==> src/isc_pkg.sv <==
// ---------------------------------------------------------------------------
// isc_pkg: shared definitions for the itemset support counter
// Field widths, reset values of the configuration registers, input codes,
// register indexes, controller states and the control bundle that the
// controller broadcasts to the candidate cells.
// ---------------------------------------------------------------------------
package isc_pkg;

	localparam int ITEM_W     = 15;
	localparam int CNT_W      = 32;
	localparam int SIZE_W     = 4;
	localparam int PTR_W      = 4;
	localparam int KIND_W     = 2;
	localparam int CIDX_OUT_W = 6;
	localparam int CFG_IDX_W  = 1;
	localparam int CFG_DATA_W = 32;

	localparam int DEF_MAX_CANDIDATES = 64;
	localparam int DEF_MAX_ITEMS      = 8;

	localparam logic [SIZE_W-1:0] SIZE_RESET    = 4'd2;
	localparam logic [CNT_W-1:0]  MIN_SUP_RESET = 32'd1;

	typedef enum logic [KIND_W-1:0] {
		KIND_LOAD   = 2'd0,
		KIND_TXN    = 2'd1,
		KIND_REPORT = 2'd2,
		KIND_CLEAR  = 2'd3
	} kind_t;

	typedef enum logic [CFG_IDX_W-1:0] {
		REG_ITEMSET_SIZE = 1'b0,
		REG_MIN_SUPPORT  = 1'b1
	} cfg_reg_t;

	typedef enum logic {
		ST_IDLE,
		ST_REPORT
	} state_t;

	typedef struct packed {
		logic load;      // write the item into the selected cell
		logic row_done;  // this load completes the selected cell's row
		logic txn;       // transaction item present
		logic txn_last;  // transaction item ends the transaction
		logic clr_ptr;   // clear all match pointers
		logic clr_all;   // empty the table
		logic shift;     // shift counts one cell toward cell 0
	} cell_ctrl_t;

endpackage

==> src/isc_cell.sv <==
// ---------------------------------------------------------------------------
// isc_cell: one candidate cell
// Holds one candidate row, its match pointer and its support count. The
// count is handed to the lower neighbor when a report shifts the chain.
// ---------------------------------------------------------------------------
module isc_cell
	import isc_pkg::*;
#(
	parameter int  MAX_ITEMS = DEF_MAX_ITEMS,
	localparam int IPOS_W    = (MAX_ITEMS > 1) ? $clog2(MAX_ITEMS) : 1
) (
	input  logic              clk,
	input  logic              arst_n,
	input  cell_ctrl_t        ctrl,
	input  logic              sel,
	input  logic [ITEM_W-1:0] item,
	input  logic [IPOS_W-1:0] pos,
	input  logic [PTR_W-1:0]  size,
	input  logic [CNT_W-1:0]  cnt_in,
	output logic [CNT_W-1:0]  cnt_out
);

	logic [ITEM_W-1:0] items_q [MAX_ITEMS];
	logic [PTR_W-1:0]  ptr_q;
	logic [CNT_W-1:0]  cnt_q;
	logic              active_q;

	logic              hit;
	logic [PTR_W-1:0]  ptr_nxt;
	logic              full;
	logic              sat;

	// The pointer only indexes the row while it is below the size.
	assign hit     = active_q && (ptr_q < size) && (items_q[ptr_q[IPOS_W-1:0]] == item);
	assign ptr_nxt = ptr_q + PTR_W'(hit);
	assign full    = (ptr_nxt >= size);
	assign sat     = &cnt_q;
	assign cnt_out = cnt_q;

	always_ff @(posedge clk) begin
		if (ctrl.load && sel) begin
			items_q[pos] <= item;
		end
	end

	always_ff @(posedge clk or negedge arst_n) begin
		if (!arst_n) begin
			active_q <= 1'b0;
			ptr_q    <= '0;
			cnt_q    <= '0;
		end else if (ctrl.clr_all) begin
			active_q <= 1'b0;
			ptr_q    <= '0;
			cnt_q    <= '0;
		end else begin
			if (ctrl.load && sel && ctrl.row_done) begin
				active_q <= 1'b1;
			end
			if (ctrl.clr_ptr) begin
				ptr_q <= '0;
			end else if (ctrl.txn && active_q) begin
				ptr_q <= ctrl.txn_last ? '0 : ptr_nxt;
			end
			if (ctrl.shift) begin
				cnt_q <= cnt_in;
			end else if (ctrl.txn && ctrl.txn_last && active_q && full && !sat) begin
				cnt_q <= cnt_q + CNT_W'(1);
			end
		end
	end

endmodule

==> config.mk <==
export PLATFORM = sky130hd
export DESIGN_NAME = isc_cell
export DESIGN_NICKNAME = d
export VERILOG_FILES = /design/src/isc_pkg.sv /design/src/isc_cell.sv
export SDC_FILE = /design/constraint.sdc
export NUM_CORES = 1
export LEC_CHECK = 0
export ABC_AREA = 1
export ABC_CLOCK_PERIOD_IN_PS = 7900
export BUFFER_PORTS_ARGS = -buffer_cell sky130_fd_sc_hd__clkbuf_2
export CAP_MARGIN = 15
export CORE_ASPECT_RATIO = 0.6
export CORE_MARGIN = 2
export CORE_UTILIZATION = 40
export CTS_CLUSTER_DIAMETER = 50
export DETAILED_ROUTE_END_ITERATION = 8
export PLACE_DENSITY = 0.57
export SKIP_LAST_GASP = 1
export SLEW_MARGIN = 20
export SYNTH_ARGS = -nofsm -noshare
export SYNTH_HDL_FRONTEND = slang
export SYNTH_SLANG_ARGS = --single-unit
export TNS_END_PERCENT = 30
==> constraint.sdc <==
create_clock -name clk -period 7.9 [get_ports clk]
set_input_delay 2.37 -clock clk [delete_from_list [all_inputs] [get_ports clk]]
set_output_delay 2.37 -clock clk [all_outputs]
set_load 0.05 [all_outputs]
# Word-level counts from Yosys, hierarchy flattened
# Memory sizes are Yosys's and may differ from the RTL's.
# Cells that the tools add are included.
dict set report word_totals {
  register_bits 37
  ramBits 120
  inputBits 64
  out_inout_bits 32
  memories 1
}
dict set report op_classes {
  n_addsub 2
  magnitude_cmp 2
  eq_ne 1
  n_mux 11
  n_reduce_logical 14
}
# memory depth word_bits read_ports rd_ports_with_merged_regs write_ports line
set memory_table {}
lappend memory_table {items_q 8 15 1 0 1 isc_cell.sv:23} ;# logic [ITEM_W-1:0] items_q [MAX_ITEMS];
# op count
set op_table {}
lappend op_table {{$mux W32} 3}
lappend op_table {{$add A32 B1 Y32 const B} 1}
lappend op_table {{$reduce_and A32 Y1} 1}
lappend op_table {{$mux W4} 4}
lappend op_table {{$eq A15 B15 Y1} 1}
lappend op_table {{$logic_and A1 B1 Y1} 9}
lappend op_table {{$reduce_bool A3 Y1} 2}
lappend op_table {{$add A4 B1 Y4} 1}
lappend op_table {{$ge A4 B4 Y1} 1}
lappend op_table {{$lt A4 B4 Y1} 1}
lappend op_table {{$mux W1} 4}
lappend op_table {{$reduce_bool A2 Y1} 1}
lappend op_table {{$logic_not A1 Y1} 1}

# Longest topological paths before layout
# Gate-level depths: netlist of the first run.
dict set report logic_depth {
  word_depth 10
  mapped_depth 28
  mapped_depth_nobuf 25
}

# Least setup slack after synthesis of the first run
# No wires, ideal clock.
dict set report synth_timing {
  kind {input to register}
  start {input port size[1]}
  end {register cnt_q[29] (netlist: cnt_out[29])}
  arrival_ns 4.947
  t_required_ns 7.834
  slack_ns 2.887
  stages 25
  path_cell_list {inv_1 > ha_1 > nand2_1 > nand2_1 > nand3_1 > nand2_1 > nor2_1 > nand2_1 > nor2_1 > nand2_1 > inv_1 > nand2_1 > nor2_1 > ha_1 > ha_1 > ha_1 > inv_1 > o21bai_1 > nand3_1 > nand3_1 > nand3_2 > a21oi_2 > buf_2 > nand3_1 > nand2_1}
}
dict set report synth_between {
  elab_chain_cells 8
}
# element line
set synth_lines {}
lappend synth_lines {{start: declaration} isc_cell.sv:18} ;# input logic [PTR_W-1:0] size,
lappend synth_lines {{$lt A4 B4 Y1} isc_cell.sv:34} ;# assign hit = active_q && (ptr_q < size) && (items_q[ptr_q[IPOS_W-1:0]] == item);
lappend synth_lines {{$logic_and A1 B1 Y1 (2 in series)} isc_cell.sv:34}
lappend synth_lines {{$add A4 B1 Y4} isc_cell.sv:35} ;# assign ptr_nxt = ptr_q + PTR_W'(hit);
lappend synth_lines {{$ge A4 B4 Y1 *} isc_cell.sv:36} ;# assign full = (ptr_nxt >= size);
lappend synth_lines {{$logic_and A1 B1 Y1 * (2 in series)} isc_cell.sv:66} ;# end else if (ctrl.txn && ctrl.txn_last && active_q && full && !sat) begin
lappend synth_lines {{$reduce_bool A3 Y1 (no line) *} --}
lappend synth_lines {{end signal: assignment} isc_cell.sv:65} ;# cnt_q <= cnt_in;
lappend synth_lines {{end signal: assignment} isc_cell.sv:67} ;# cnt_q <= cnt_q + CNT_W'(1);
lappend synth_lines {{end: declaration} isc_cell.sv:25} ;# logic [CNT_W-1:0] cnt_q;
# Every way passes the cells marked *; elsewhere a longest branch is shown, timed or not.
# A chain may end at the register's enable or synchronous reset.

# Final worst setup path of the first run
dict set report layout_timing {
  start {register ptr_q[0]}
  end {register cnt_q[19] (netlist: cnt_out[19])}
}
dict set report layout_between {
  elab_chain_cells 8
  elab_cells_between_ends 10
}
# element line
set layout_lines {}
lappend layout_lines {{start: declaration} isc_cell.sv:24} ;# logic [PTR_W-1:0] ptr_q;
lappend layout_lines {{start signal: assignment} isc_cell.sv:62} ;# ptr_q <= ctrl.txn_last ? '0 : ptr_nxt;
lappend layout_lines {{$mem_v2 Z8 W15 or $lt A4 B4 Y1 (tied branches)} --}
lappend layout_lines {{$eq A15 B15 Y1 or $logic_and A1 B1 Y1 (tied branches)} isc_cell.sv:34}
lappend layout_lines {{$logic_and A1 B1 Y1} isc_cell.sv:34}
lappend layout_lines {{$add A4 B1 Y4 *} isc_cell.sv:35}
lappend layout_lines {{$ge A4 B4 Y1 *} isc_cell.sv:36}
lappend layout_lines {{$logic_and A1 B1 Y1 * (2 in series)} isc_cell.sv:66}
lappend layout_lines {{$reduce_bool A3 Y1 (no line) *} --}
# Marked as above.

==> qor.csv, run 1 <==
stage,metric,value,unit
timing,finalHoldViolations,0,
power,power_density,208,nW/um^2
power,intPower,1.49,mW
timing,rsz0062_at_grt,no,
synthesis,synth_top_family_by_area,simple AND/OR/NAND/NOR gates,
route,drt_first_pass_iters,5,
route,drt_iter0_markers,646,
timing,period_share,67.3,%
critical_path,cp_slowest_cell,clkinv_2,
global_route,track_usage,21.2,%
critical_path,cpMostUsedCell,nand2_1,
timing,fin_crit,5320,ps
global_route,grt_pass1_vias,5858,
synthesis,synth_compound_area_share,6.16,%
place,placed_area,8920,sq um
critical_path,cp.arrival,5670,ps
floorplan,core,20100,sq um
clock_network,clockBufferDepth,2,
critical_path,start_kind,register,
route,wl,22000,microns
clock_network,cts_resized,0,
floorplan,rows,40,
global_route,antenna_found_initial,0,
clock_network,cts_sinks,157,
critical_path,crit_family,buffers and inverters,
power,pwr-share-seq,47.3,%
critical_path,crit_fanout,64,
synthesis,yosys.area_share.xor_xnor,0.641,%
floorplan,start_util,40.9,%
global_route,grt_overflow,0,
synthesis,yosys.area_share.simple,28.2,%
timing,skew,11.0,ps
timing,fmax,0.188,GHz
place,globalplace.congestion,0.926,
clock_network,ctsHoldBuffers,0,
place,dp_worst_setup_slack,2140,ps
route,via_count,6575,
min_path,hp-class,register to register,
critical_path,slowest_delay,940,ps
finish,diodes,0,
clock_network,cts_setup_buffers,0,
critical_path,end_kind,register,
clock_network,clk_pin_slew_worst_paths,70,ps
timing,setup_viol,0,
critical_path,cp_cell_sequence,buf_4 > clkinv_2 > nand2_1 > nand3_1 > nand2_1 > nand2_1 > nand3_1 > nand2_1 > nor2_1 > nand2_1 > inv_1 > nand2_1 > nor2_1 > ha_1 > ha_1 > ha_1 > inv_1 > o21bai_1 > nand3_1 > nand3_1 > nand3_2 > a21oi_2 > nand2_1 > o21ai_1,
finish,fin_nets,1125,
power,vdd_ir_drop_max,172,uV
synthesis,synthCells,964,
clock_network,cts_buffers,17,
finish,final_cell_area,9540,sq um
critical_path,critPathRequiredTime,8260,ps
global_route,grt_max_degree,65,
route,drcViolationCount,0,
timing,setup_tns,0,ps
synthesis,netlist_area,8200,sq um
timing,drv_slew,0,
timing,slew_headroom,26.4,%
synthesis,synthAdderAreaFrac,1.53,%
clock_network,clk_latency,430,ps
power,p_sw_share,24.7,%
power,clock_power_share,44.1,%
synthesis,synthMuxAreaShare,0.122,%
run_status,status,"finished, final reports clean",
route,routed_via_density,4.92,
finish,final_layout_size_suffix_gt1_share,16.1,%
floorplan,die-area,21700,sq um
flow_run,drv_cap,0,
finish,synthToLayoutAreaGrowth,16.3,%
clock_network,cts_root_buf,clkbuf_16,
critical_path,critPathBufInv,4,
power,combPwrFrac,8.6,%
place,numPortBuffers,95,
clock_network,h-tree-depth,4,
floorplan,ios,96,
global_route,grt_pass1_wl,34300,microns
synthesis,synth_seq_area_share,55.2,%
synthesis,ys_types,38,
floorplan,fp.dieH,115,microns
route,final_antenna_net_count,0,
synthesis,synth_fp_nets,1038,
place,dp_hpwl,14300,microns
synthesis,synth-seq-cells,157,
timing,timing.final.ws_setup,2580,ps
synthesis,yosys_warnings,0,
timing,worst_pin_slew,1100,ps
route,wl_per_cell,16.4,microns
critical_path,critical_path_class,register to register,
floorplan,fp.dieW,189,microns
synthesis,avgSynthCellArea,8.51,sq um
power,p_switching,490,uW
clock_network,cts_tree,yes,
power,cellLeakagePower,4.28,nW
==> power by group through the flow <==
stage | Sequential [mW] | Combinational [mW] | Clock [mW]
2_1_floorplan | 0.988 | 0.0680 | 0
3_3_place_gp | 0.953 | 0.169 | 0
3_5_place_dp | 0.953 | 0.171 | 0
4_1_cts | 0.936 | 0.171 | 0.890
5_1_grt | 0.940 | 0.187 | 0.918
6_report | 0.937 | 0.170 | 0.872
==> worst paths after layout <==
kind | from | end | slack (ps) | cells after the start
hold / removal | cnt_out[16] | cnt_out[16] | 590 | 2
hold reg to reg | cnt_out[16] | cnt_out[16] | 590 | 2
min in group asynchronous | arst_n | cnt_out[18] | 2000 | 2
setup / recovery | ptr_q[0] | cnt_out[19] | 2580 | 24
max in group asynchronous | arst_n | ptr_q[0] | 5490 | 2
setup reg to reg | ptr_q[0] | cnt_out[19] | 2580 | 24
==> tightest hold or removal path, delay by kind of cell, from the launching register on <==
kind | cells | cell delay [ps]
flip-flops | 1 | 420
AND/OR/NAND/NOR | 1 | 70
AO/OA/AOI/OAI | 1 | 60
==> cell usage in the layout (no fill, tap or decap), types with 6 or more instances in the layout <==
cell       instances
nand2_1          328
clkbuf_16         17
dfrtp_1           36
nor2_1            60
o21ai_1            9
ha_1              10
nor3_1            10
clkbuf_2          95
o21ai_0           42
edfxtp_1         120
buf_4              6
a21oi_1           15
nor2_2             8
nand3_1           99
nand3b_1          10
inv_1            126
nand4_1            7
==> stage by stage <==
| stage | cells | utilization (%) | power, mW | hold slack [ps] |
|---|---|---|---|---|
| after detailed placement | 1305 | 44.4 | 1.12 | 576 |
| after floorplan | 964 | - | 1.06 | 527 |
| after global placement | 1305 | 44.4 | 1.12 | 565 |
| after global routing | 1337 | 47.5 | 2.04 | 624 |
| after CTS | 1337 | 47.5 | 2.00 | 592 |
| final | 1337 | 47.5 | 1.98 | 593 |
==> flip-flops by register name (all words and copies together), names as in the netlist <==
register and flops:
active_q 1, cnt_out 32, items_q 120, ptr_q 4
==> final cells by class <==
class                           count  area, sq um
Fill cell                        1932        10500
Sequential cell                   157         4530
Multi-Input combinational cell    642         3030
Timing Repair Buffer              101          520
Inverter                          132          499
Clock buffer                       17          425
Tap cell                          273          342
Clock inverter                     15          194
==> synthesized netlist by cell type (all sizes together) <==
master | n | area share, %
ha | 10 | 1.5
clkbuf | 7 | 0.32
nor3 | 14 | 1.3
a22oi | 2 | 0.18
nand3b | 10 | 0.92
xor2 | 5 | 0.53
nand2 | 331 | 15
o22ai | 9 | 1.1
o21ai | 55 | 3.5
a21oi | 16 | 1.0
inv | 132 | 6.1
dfrtp | 37 | 11
nor2 | 70 | 3.4
mux2i | 1 | 0.12
or2 | 6 | 0.46
o21bai | 3 | 0.27
nand4 | 7 | 0.53
buf | 26 | 1.8
xnor2 | 1 | 0.11
a31oi | 1 | 0.076
nand3 | 101 | 6.3
edfxtp | 120 | 44
==> cell families (layout without fill, tap and decap cells) <==
group | after synthesis | count (layout)
AND/OR/NAND/NOR | 539 | 539
flip-flops | 157 | 157
AO/OA/AOI/OAI | 86 | 86
adder cells (fa/ha/maj) | 10 | 10
XOR/XNOR | 6 | 6
multiplexers | 1 | 1
buffers and inverters | 165 | 265
==> layer usage <==
metal	up-vias	GRT usage, %	share of wire (%)
met5	-	0	0
met4	0	5.42	1.1
met3	24	5.53	6.5
met2	185	28.1	41
met1	3057	33.6	52
li1	3309	-	-
(Power assumes the default switching activity.)
==> run 2, diff against run 1 <==
--- a/config.mk
+++ b/config.mk
@@ -6,7 +6,7 @@
 export NUM_CORES = 1
 export LEC_CHECK = 0
 export ABC_AREA = 1
-export ABC_CLOCK_PERIOD_IN_PS = 7900
+export ABC_CLOCK_PERIOD_IN_PS = 4800
 export BUFFER_PORTS_ARGS = -buffer_cell sky130_fd_sc_hd__clkbuf_2
 export CAP_MARGIN = 15
 export CORE_ASPECT_RATIO = 0.6
@@ -14,7 +14,7 @@
 export CORE_UTILIZATION = 40
 export CTS_CLUSTER_DIAMETER = 50
 export DETAILED_ROUTE_END_ITERATION = 8
-export PLACE_DENSITY = 0.57
+export PLACE_DENSITY = 0.59
 export SKIP_LAST_GASP = 1
 export SLEW_MARGIN = 20
 export SYNTH_ARGS = -nofsm -noshare
==> constraint.sdc (replaced) <==
create_clock -name clk -period 4.8 [get_ports clk]
set_input_delay 1.44 -clock clk [delete_from_list [all_inputs] [get_ports clk]]
set_output_delay 1.44 -clock clk [all_outputs]
set_load 0.05 [all_outputs]
==> run 2 against run 1 <==
Effect of this change:
- utilization rose by 0.46 points
- global-route usage down 0.27 points
- combinational power is 66% higher
- highest routed layer unchanged
==> qor.csv, run 2 (same netlist as run 1, synthesis figures left out) <==
stage,metric,value,unit,change
floorplan,ios,96,,unchanged
timing,skew,13.3,ps,+2.21 ps
global_route,grt_pass1_vias,6004,,+2.5%
place,dp_hpwl,14500,microns,+1.1%
floorplan,fp.dieH,115,microns,unchanged
route,via_count,6658,,+1.3%
critical_path,crit_path_end,cnt_out[7],,
floorplan,fp.dieW,189,microns,unchanged
critical_path,critical_path_class,input pin to register,,
critical_path,ff2ff_setup_slack,1180,ps,-1400 ps
timing,finalHoldViolations,0,,unchanged
finish,diodes,0,,unchanged
floorplan,core,20100,sq um,unchanged
clock_network,clk_latency,430,ps,about the same
flow_run,drv_cap,0,,unchanged
finish,final_layout_size_suffix_gt1_share,17.1,%,+1.0 points
clock_network,ctsHoldBuffers,0,,unchanged
timing,period_share,83.2,%,
timing,setup_viol,0,,unchanged
critical_path,reg2reg_depth,20,,-17%
route,drcViolationCount,0,,unchanged
floorplan,rows,40,,unchanged
run_status,status,"finished, final reports clean",,
clock_network,cts_setup_buffers,0,,unchanged
place,globalplace.congestion,0.924,,-0.29%
place,numPortBuffers,95,,unchanged
timing,timing.hold.ws,574,ps,-19.7 ps
place,dp.cells,1316,,+0.84%
power,power_density,341,nW/um^2,+64%
critical_path,end_kind,register,,
route,routed_via_density,4.94,,+0.44%
clock_network,cts_resized,0,,unchanged
route,final_antenna_net_count,0,,unchanged
route,wl_per_cell,16.2,microns,-1.6%
timing,fmax,0.250,GHz,
global_route,track_usage,20.9,%,-0.27 points
timing,setup_tns,0,ps,unchanged
floorplan,start_util,40.9,%,unchanged
floorplan,die-area,21700,sq um,unchanged
finish,fin_nets,1136,,+0.98%
route,wl,21800,microns,-0.81%
critical_path,worstSetupStartpoint,size[1],,
clock_network,clockBufferDepth,2,,unchanged
critical_path,timing.rr.end,cnt_out[7],,
critical_path,critPathRequiredTime,5150,ps,-3110 ps
clock_network,cts_tree,yes,,
finish,synthToLayoutAreaGrowth,17.4,%,
timing,drv_slew,0,,unchanged
global_route,antenna_found_initial,0,,unchanged
critical_path,cp.arrival,4350,ps,-1320 ps
timing,worst_pin_slew,1050,ps,-55.6 ps
finish,layout_common_cells,"nand2_1, inv_1, edfxtp_1",,
global_route,grt_max_degree,38,,-42%
finish,regMostFlops,items_q,,
clock_network,cts_buffers,17,,unchanged
timing,slew_headroom,30.1,%,+3.7 points
finish,fin_cells,1348,,+0.82%
finish,nFillCells,1916,,-0.83%
finish,layout_commonest_cell,nand2_1,,
critical_path,start_kind,input pin,,
critical_path,crit_fanout,16,,-75%
global_route,grt_overflow,0,,unchanged
power,vdd_ir_drop_max,238,uV,+39%
clock_network,cts_sinks,157,,unchanged
critical_path,r2r_start,ptr_q[2],,
finish,largest_reg_flops,120,,unchanged
timing,fin_crit,3990,ps,
route,drt_iter0_markers,609,,-5.7%
clock_network,cts_root_buf,clkbuf_16,,
route,drt_first_pass_iters,6,,+1
min_path,hp-class,register to register,,
clock_network,h-tree-depth,4,,unchanged
clock_network,clk_pin_slew_worst_paths,70,ps,about the same
timing,rsz0062_at_grt,no,,
finish,fin_util,48.0,%,+0.46 points
power,cellLeakagePower,4.34,nW,+1.4%
global_route,grt_pass1_wl,34100,microns,-0.62%
## run 2: final cells by class
class	instances	area (sq um)	share of cell area, %
flip-flops and latches	157	4530	47.1
multi-input cells	642	3020	31.4
repair buffers	112	603	6.26
inverters	132	498	5.17
clock buffers	17	425	4.42
well taps	273	342	3.55
clock inverters	15	208	2.16
## run 2: worst min path at each step
stage / slack, ps / from / cells after the start / endpoint
6_report: 570 / cnt_out[1] / 2 / cnt_out[1]
5_1_grt: 600 / cnt_out[1] / 2 / cnt_out[1]
4_1_cts: 570 / cnt_out[1] / 2 / cnt_out[1]
3_5_place_dp: 550 / cnt_out[1] / 2 / cnt_out[1]
3_3_place_gp: 550 / cnt_out[1] / 2 / cnt_out[1]
2_1_floorplan: 530 / active_q / 2 / active_q
## run 2: stage by stage
step	cell area [sq um]	power (mW)	setup WS [ps]
2_1_floorplan	8200	1.74	717
3_3_place_gp	8990	1.85	470
3_5_place_dp	8990	1.85	368
4_1_cts	9620	3.31	808
5_1_grt	9630	3.40	474
6_report	9630	3.28	807
## run 2: metal layers
| layer | vias to the layer above | global-route usage (%) | share of wire, % |
|---|---|---|---|
| met5 | - | 0 | 0 |
| met4 | 0 | 5.89 | 1.3 |
| met3 | 22 | 5.01 | 7.0 |
| met2 | 216 | 28.3 | 40 |
| met1 | 3091 | 32.8 | 52 |
| li1 | 3329 | - | - |
## run 2: power by group
part	switching, mW	total [mW]	internal, mW	leakage [nW]
registers	0.0348	1.54	1.51	1.58
logic	0.203	0.283	0.0804	2.46
clock network	0.584	1.46	0.878	0.297
total	0.821	3.28	2.46	4.34
## run 2: critical path, stage by stage
cell	delay (ps)
clkbuf_2	90
inv_1	60
ha_1	280
nand2_1	70
nand2_1	50
nand3_1	60
nand2_1	50
nor2_1	90
nand2_1	50
nor2_1	90
nand2_1	50
inv_1	60
nand2_1	40
nor2_1	90
ha_1	170
ha_1	250
ha_1	300
inv_1	40
o21bai_1	130
nand3_1	90
nand3_1	90
nand3_2	120
nand2_4	170
nand2_4	200
o21ai_0	200
==> run 3, diff against run 2 <==
--- a/config.mk
+++ b/config.mk
@@ -6,7 +6,7 @@
 export NUM_CORES = 1
 export LEC_CHECK = 0
 export ABC_AREA = 1
-export ABC_CLOCK_PERIOD_IN_PS = 4800
+export ABC_CLOCK_PERIOD_IN_PS = 3300
 export BUFFER_PORTS_ARGS = -buffer_cell sky130_fd_sc_hd__clkbuf_2
 export CAP_MARGIN = 15
 export CORE_ASPECT_RATIO = 0.6
==> constraint.sdc (replaced) <==
create_clock -name clk -period 3.3 [get_ports clk]
set_input_delay 0.99 -clock clk [delete_from_list [all_inputs] [get_ports clk]]
set_output_delay 0.99 -clock clk [all_outputs]
set_load 0.05 [all_outputs]
==> run 3 against run 2 <==
Effect of this change:
- the run now ends with setup timing left
- sequential cell count unchanged
- sequential power up 45%
- clock-buffer cell count unchanged
- cell count up 4.0%
- critical path depth down 2
- setup slack worse by 970 ps
- clock power up 29%
- total power up 40%
- combinational power up 62%
- critical path type is now register to register
- highest routed layer unchanged
==> qor.csv, run 3 (same netlist as run 1, synthesis figures left out) <==
stage,metric,value,unit,change
run_status,status,finished with violations,,
run_status,violations,setup timing,,
clock_network,clk_latency,430,ps,about the same
route,via_count,6862,,+3.1%
floorplan,ios,96,,unchanged
floorplan,start_util,40.9,%,unchanged
route,drt_first_pass_iters,6,,unchanged
place,dp_hpwl,15700,microns,+8.8%
critical_path,cp.arrival,3820,ps,-530 ps
critical_path,critPathRequiredTime,3650,ps,-1500 ps
floorplan,fp.dieW,189,microns,unchanged
flow_run,drv_cap,0,,unchanged
route,drcViolationCount,0,,unchanged
clock_network,cts_root_buf,clkbuf_16,,
clock_network,ctsHoldBuffers,0,,unchanged
timing,drv_slew,0,,unchanged
route,final_antenna_net_count,0,,unchanged
timing,timing.final.ws_setup,-163,ps,-969 ps
timing,worst_pin_slew,632,ps,-414 ps
timing,period_share,105,%,
global_route,grt_pass1_vias,6140,,+2.3%
timing,fin_crit,3460,ps,
place,globalplace.congestion,0.881,,-4.6%
critical_path,critical_path_class,register to register,,
clock_network,cts_buffers,17,,unchanged
critical_path,r2r_start,ptr_q[0],,
route,drt_iter0_markers,628,,+3.1%
global_route,grt_overflow,0,,unchanged
route,routed_via_density,4.89,,-0.91%
place,placed_area,9540,sq um,+6.1%
floorplan,fp.dieH,115,microns,unchanged
finish,fin_cells,1402,,+4.0%
clock_network,clk_pin_slew_worst_paths,70,ps,about the same
critical_path,worstSetupStartpoint,ptr_q[0],,
timing,skew,11.9,ps,-1.33 ps
finish,layout_commonest_cell,nand2_1,,
critical_path,start_kind,register,,
global_route,use_met2,28.6,%,+0.27 points
floorplan,rows,40,,unchanged
place,dp.cells,1363,,+3.6%
finish,synthToLayoutAreaGrowth,26.6,%,
critical_path,ff2ff_setup_slack,-160,ps,-1340 ps
timing,slew_headroom,57.7,%,+28 points
power,vdd_ir_drop_max,346,uV,+46%
finish,diodes,0,,unchanged
global_route,gr-usage-met3,5.68,%,+0.67 points
power,power_density,442,nW/um^2,+30%
floorplan,die-area,21700,sq um,unchanged
finish,largest_reg_flops,120,,unchanged
critical_path,reg2reg_depth,23,,+15%
finish,nFillCells,1892,,-1.3%
finish,regMostFlops,items_q,,
critical_path,crit_path_end,cnt_out[16],,
timing,setup_viol,32,,+32
critical_path,timing.rr.end,cnt_out[16],,
timing,fmax,0.289,GHz,
power,cellLeakagePower,4.67,nW,+7.8%
clock_network,cts_tree,yes,,
global_route,grt_util_met1,34.5,%,+1.8 points
timing,rsz0062_at_grt,yes,,
clock_network,h-tree-depth,4,,unchanged
finish,fin_nets,1190,,+4.8%
route,wl,23000,microns,+5.6%
global_route,grt_max_degree,24,,-37%
global_route,track_usage,21.6,%,+0.70 points
global_route,grt_pass1_wl,35100,microns,+3.0%
critical_path,end_kind,register,,
critical_path,crit_fanout,8,,-8
global_route,top_usage_layer,met1,,
floorplan,core,20100,sq um,unchanged
clock_network,clockBufferDepth,2,,unchanged
min_path,hp-class,input pin to async pin,,
finish,final_cell_area,10400,sq um,+7.8%
finish,final_layout_size_suffix_gt1_share,23.2,%,+6.1 points
clock_network,cts_sinks,157,,unchanged
finish,layout_common_cells,"nand2_1, inv_1, edfxtp_1",,
place,numPortBuffers,95,,unchanged
timing,finalHoldViolations,0,,unchanged
route,wl_per_cell,16.4,microns,+1.5%
global_route,antenna_found_initial,0,,unchanged
[run 3: cell count changes in the layout (fill, tap and decap cells not counted), sizes merged]
cell    delta
buf       +52
bufinv     -3
clkbuf     +1
clkinv     +4
inv        -1
nand2      +1
[run 3: how the worst min path moves through the flow]
stage / to / cells past startpoint / slack, ps
global placement: cnt_out[27] / 2 / 540
global route: cnt_out[24] / 1 / 540
detailed placement: cnt_out[27] / 2 / 550
finish: cnt_out[30] / 1 / 520
floorplan: active_q / 2 / 530
CTS: cnt_out[15] / 1 / 530
[run 3: worst max-delay path, cell delays in order (launching register included)]
cell      delay [ps]
dfrtp_2          460
inv_4            120
buf_12           140
buf_4            120
nand2_1           40
nand3_1           80
nand3_2           90
buf_4            130
nand3b_1         130
nand3_1           90
nor2_1           110
nand2_1           80
nor2_1           110
ha_2             230
ha_4             220
ha_4             260
inv_2             30
o21bai_1         140
nand3_1          100
nand3_2          100
nand3_4          110
nand2_8          170
nand2_4          140
o21ai_1          160
[run 3: area by class of cell]
cell class	instances	area, sq um	share of cell area (%)
clock inverters	15	138	1.33
multi-input cells	643	3190	30.7
repair buffers	165	1220	11.8
flip-flops and latches	157	4530	43.6
clock buffers	17	425	4.10
well taps	273	342	3.29
inverters	132	531	5.11
[run 3: per-layer routing]
metal  vias up  part of all wire (%)
met2       210                    39
met5         -                     0
met4         0                  0.69
met1      3191                    53
li1       3449                     -
met3        12                   7.5
[run 3: what timing repair did]
action                                  in CTS  in global routing
setup buffers                                2                  1
endpoints found under the setup margin      32                 32
pin swaps                                    2                  3
gates resized for setup                     14                 27
cloned                                       2                  2
[run 3: stage by stage]
step / TNS (ps) / setup slack [ps] / total power, mW / hold slack, ps / utilization, %
after global placement: -17520 / -600 / 2.72 / 544 / 47.5
after CTS: -2440 / -104 / 4.61 / 526 / 51.0
final: -4270 / -163 / 4.59 / 518 / 51.7
after detailed placement: -19610 / -662 / 2.72 / 552 / 47.5
after global routing: -11680 / -418 / 4.76 / 539 / 51.7
after floorplan: -4840 / -211 / 2.53 / 527 / -
[run 3: report_power, final]
part / internal [mW] / leakage (nW) / switching [mW]
Combinational: 0.147 / 2.83 / 0.311
Sequential: 2.19 / 1.58 / 0.0523
Clock: 1.05 / 0.262 / 0.843
Total: 3.38 / 4.67 / 1.21
